[config.mk]
export PLATFORM = sky130hd
export DESIGN_NAME = bse_ctrl
export DESIGN_NICKNAME = d
export VERILOG_FILES = /design/src/rtl/bse_pkg.sv /design/src/rtl/bse_ctrl.sv
export SDC_FILE = /design/constraint.sdc
export NUM_CORES = 1
export LEC_CHECK = 0
export BUFFER_PORTS_ARGS = -buffer_cell sky130_fd_sc_hd__buf_2
export CORE_AREA = 2 2 39 41
export DETAILED_ROUTE_END_ITERATION = 7
export DIE_AREA = 0 0 41 43
export PLACE_DENSITY = 0.34
export SYNTH_ARGS = -nofsm -noshare
export SYNTH_HDL_FRONTEND = slang
export SYNTH_SLANG_ARGS = --single-unit
[constraint.sdc]
create_clock -name i_clk -period 1.2 [get_ports i_clk]
set_clock_uncertainty 0.05 [all_clocks]
set_input_delay 0.24 -clock i_clk [delete_from_list [all_inputs] [get_ports i_clk]]
set_output_delay 0.24 -clock i_clk [all_outputs]
set_load 0.01 [all_outputs]
[src/rtl/bse_pkg.sv]
// Package for the bubble sort engine: sizes, command/status structs, FSM state type.
// No dependencies.
`default_nettype none
package bse_pkg;
    localparam int MAX_ITEMS  = 64;
    localparam int DATA_WIDTH = 32;
    localparam int CNT_W      = $clog2(MAX_ITEMS + 1);

    typedef logic signed [DATA_WIDTH-1:0] t_data;
    typedef logic [CNT_W-1:0]             t_count;

    typedef enum logic {
        ST_LOAD,
        ST_DRAIN
    } t_state;

    typedef struct packed {
        logic insert;
        logic shift;
    } t_dp_cmd;

    typedef struct packed {
        logic full;
        logic one_left;
    } t_dp_status;
endpackage
`default_nettype wire

[src/rtl/bse_ctrl.sv]
// Controller: load/drain state machine and dropped-item flag.
// Depends on bse_pkg.
`default_nettype none
module bse_ctrl (
    input  wire                 i_clk,
    input  wire                 i_rst_n,
    input  wire                 i_in_valid,
    input  wire                 i_in_last,
    output logic                o_in_ready,
    output logic                o_out_valid,
    input  wire                 i_out_ready,
    input  bse_pkg::t_dp_status i_status,
    output bse_pkg::t_dp_cmd    o_cmd,
    output logic                o_overflow
);
    import bse_pkg::*;

    t_state r_state;
    t_state n_state;
    logic   r_dropped;
    logic   n_dropped;
    logic   in_take;
    logic   out_take;

    assign in_take  = i_in_valid && (r_state == ST_LOAD);
    assign out_take = i_out_ready && (r_state == ST_DRAIN);

    always_comb begin
        n_state = r_state;
        case (r_state)
            ST_LOAD: begin
                if (in_take && i_in_last) begin
                    n_state = ST_DRAIN;
                end
            end
            ST_DRAIN: begin
                if (out_take && i_status.one_left) begin
                    n_state = ST_LOAD;
                end
            end
            default: n_state = ST_LOAD;
        endcase
    end

    always_comb begin
        o_in_ready   = 1'b0;
        o_out_valid  = 1'b0;
        o_cmd.insert = 1'b0;
        o_cmd.shift  = 1'b0;
        n_dropped    = r_dropped;
        case (r_state)
            ST_LOAD: begin
                o_in_ready   = 1'b1;
                o_cmd.insert = in_take;
                if (in_take && i_status.full) begin
                    n_dropped = 1'b1;
                end
            end
            ST_DRAIN: begin
                o_out_valid = 1'b1;
                o_cmd.shift = out_take;
                if (out_take && i_status.one_left) begin
                    n_dropped = 1'b0;
                end
            end
            default: begin
                n_dropped = 1'b0;
            end
        endcase
    end

    always_ff @(posedge i_clk) begin
        if (!i_rst_n) begin
            r_state   <= ST_LOAD;
            r_dropped <= 1'b0;
        end else begin
            r_state   <= n_state;
            r_dropped <= n_dropped;
        end
    end

    assign o_overflow = r_dropped;
endmodule
`default_nettype wire

==> summary.md <==
| Metric | Value |
|---|---|
| Status | complete, no violations |
| Worst-Skew Late Latency | roughly 0.22 ns |
| Core Area | about 1400 µm² |
| Flop2flop setup slack | around 0.32 ns |
| Final Hold Fails | 0 |
| Total Routing Usage GR | under 10% |
| Die Y | 43 µm |
| Post-CTS setup buffer count | 0 |
| Final Setup Violations | 0 |
| Vias in the first global route | about 130 |
| Die area | 1760 µm² |
| Clk pin slew, worst setup/hold paths | 0.03 ns |
| Peak supply drop | about 0.00018 V |
| Post-DR vias/cell | around 3.4 |
| # hold bufs at CTS | 0 |
| PD cells | 1270 nW/µm² |
| Syn_area_per_cell | 9.21 µm² |
| Yosys cell types | 9 |
| CTS tree | built |
| Buffers on Ports | 11 |
| Hold Crit Class | in2reg |
| TritonRoute pass-1 iters | 4 |
| Initial DRC count | 4 |
| Seq/Total Area, Yosys | 39.5% |
| Worst EP arrival | 0.84 ns |
| Routability Congestion | 0.495 |
| Final cell count without fillers | 41 |
| H-tree levels | 1 |
| Final TNS setup | 0 ns |
| Mapped Nets | 18 |
| Most frequent cells in the layout | 11 x buf_2, 3 x clkbuf_4, 2 x and2_1 |
| RSZ-0062 raised after global routing | false |
| Crit Path Category | reg2out |
| Footprint of the multi-input gates | 65.1 µm² |
| # diodes | 0 |
| Layout cell share with drive strength beyond 1 | 64.0% |
| Hold Path End | r_state$_SDFF_PN0_ |
| Maximum fanout along the worst path | 7 |
| Yosys warns | 0 |
| Die X | between 40 and 50 µm |
| Final net count | 34 |
| Number of max-cap violations | 0 |
| Synth Register Bits | 2 |
| Mapped Area | ~100 µm² |
| Layout overhead on the synthesized area | 107% |
| Crit path from | r_state$_SDFF_PN0_ |
| Post-layout minimum cycle time | 1.13 ns |
| Top Ports | 12 |
| # DRC | 0 |
| FF-to-FF path depth | 2 |
| Worst path top cell family by delay | flip-flops |
| Cells after synthesis | 11 |
| Crit path largest cell delay | 0.36 ns |
| Period utilisation layout | 94.0% |
| Actual slew at the worst max-slew pin | 0.121 ns |
| Reg2reg start | r_state$_SDFF_PN0_ |
| Hold depth | 2 |
| Post-CTS sizing | 0 |
| Clock Root Buffer | clkbuf_4 |
| CTS max path bufs | 2 |
| Fmax | 887 MHz |
| Final Slew Violations | 0 |
| Clk sinks | 2 |
| Fill cells | between 150 and 200 |
| DP Cell Count | 38 |
| Overflow after GRT | 0 |
| FF/Latch Area | 43.8 µm² |
| Critical Path End Type | output pin |
| Worst slew margin | between 90 and 100% |
| Leak pwr | 0.106 nW |
| R2R Path End | r_state$_SDFF_PN0_ |
| DR vias | 138 |
| Num CTS Buffers | 3 |
| Commonest non-fill, non-tap cell in the layout | buf_2 |
| Critical Path, Cell by Cell | and2_1, buf_2 |
| Cell Rows | 14 |
| Antenna viol nets, final | 0 |
| Crit start category | flip-flop |
| Initial antenna violation count | 0 |
| DRT Wirelength | around 370 µm |
| Initial Utilization | 7.32% |
| Largest net degree at the start of global routing | 8 |
| Crit path buf inv count | 1 |
| First-pass GRT wire length | around 500 µm |
| Slowest cell on crit path | dfxtp_4 |
| Drt wl/cell | 9.07 µm |
| Required time of the worst setup path | 0.91 ns |
| Hold Startpoint | i_rst_n |
[per-stage QoR]
stage / total power [mW] / util (%) / cell area [µm²] / worst slack (ns) / hold WS (ns)
after floorplan: 0.0951 / - / 101 / 0.241 / 0.307
after global placement: 0.119 / 12.7 / 176 / 0.265 / 0.429
after detailed placement: 0.120 / 12.7 / 176 / 0.248 / 0.430
after CTS: 0.275 / 14.4 / 199 / 0.00553 / 0.196
after global routing: 0.293 / 15.2 / 210 / 0.00742 / 0.216
final: 0.267 / 15.2 / 210 / 0.0723 / 0.213
[flip-flops by register name, indices dropped and copies added, names as in the netlist]
signal	flops
o_overflow	1
r_state	1
[per-layer routing]
layer,share of wire (%),global-route usage (%),routed length (µm)
met4,0,6.00,0
met1,41,6.07,153
met3,24,5.24,91
met5,0,0,0
met2,34,4.06,127
[worst max path at each step]
stage | to | slack, ns | depth (start not counted)
2_1_floorplan | o_overflow$_SDFFE_PN0P_ | 0.24 | 2
3_3_place_gp | o_cmd[0] | 0.27 | 2
3_5_place_dp | o_cmd[0] | 0.25 | 2
4_1_cts | o_cmd[0] | 0.006 | 2
5_1_grt | o_cmd[0] | 0.007 | 2
6_report | o_cmd[0] | 0.07 | 2
[report_power, final]
part | switching [mW] | internal, mW
clock network | 0.0355 | 0.110
logic | 0.0194 | 0.0252
registers | 0.00544 | 0.0716
[logic make-up after synthesis]
group / share of synthesized area, %
AND/OR/NAND/NOR: 32.1
flip-flops: 39.5
buffers and inverters: 3.70
AO/OA/AOI/OAI: 24.7
[synthesized netlist by cell type]
cell	instances	area, µm²
inv_1	1	3.75
a32o_1	1	10.0
nand3_1	1	5.00
and3b_1	1	8.76
and2_1	2	12.5
dfxtp_1	2	40.0
nor2b_1	1	6.26
a21boi_1	1	7.51
o21a_1	1	7.51
[final cells by class]
type / instances / area share, %
clock buffers: 3 / 10.7
inverters: 1 / 1.79
multi-input cells: 8 / 31.0
flip-flops and latches: 2 / 20.8
well taps: 16 / 9.52
repair buffers: 11 / 26.2
Power figures use the tool's default switching activity.
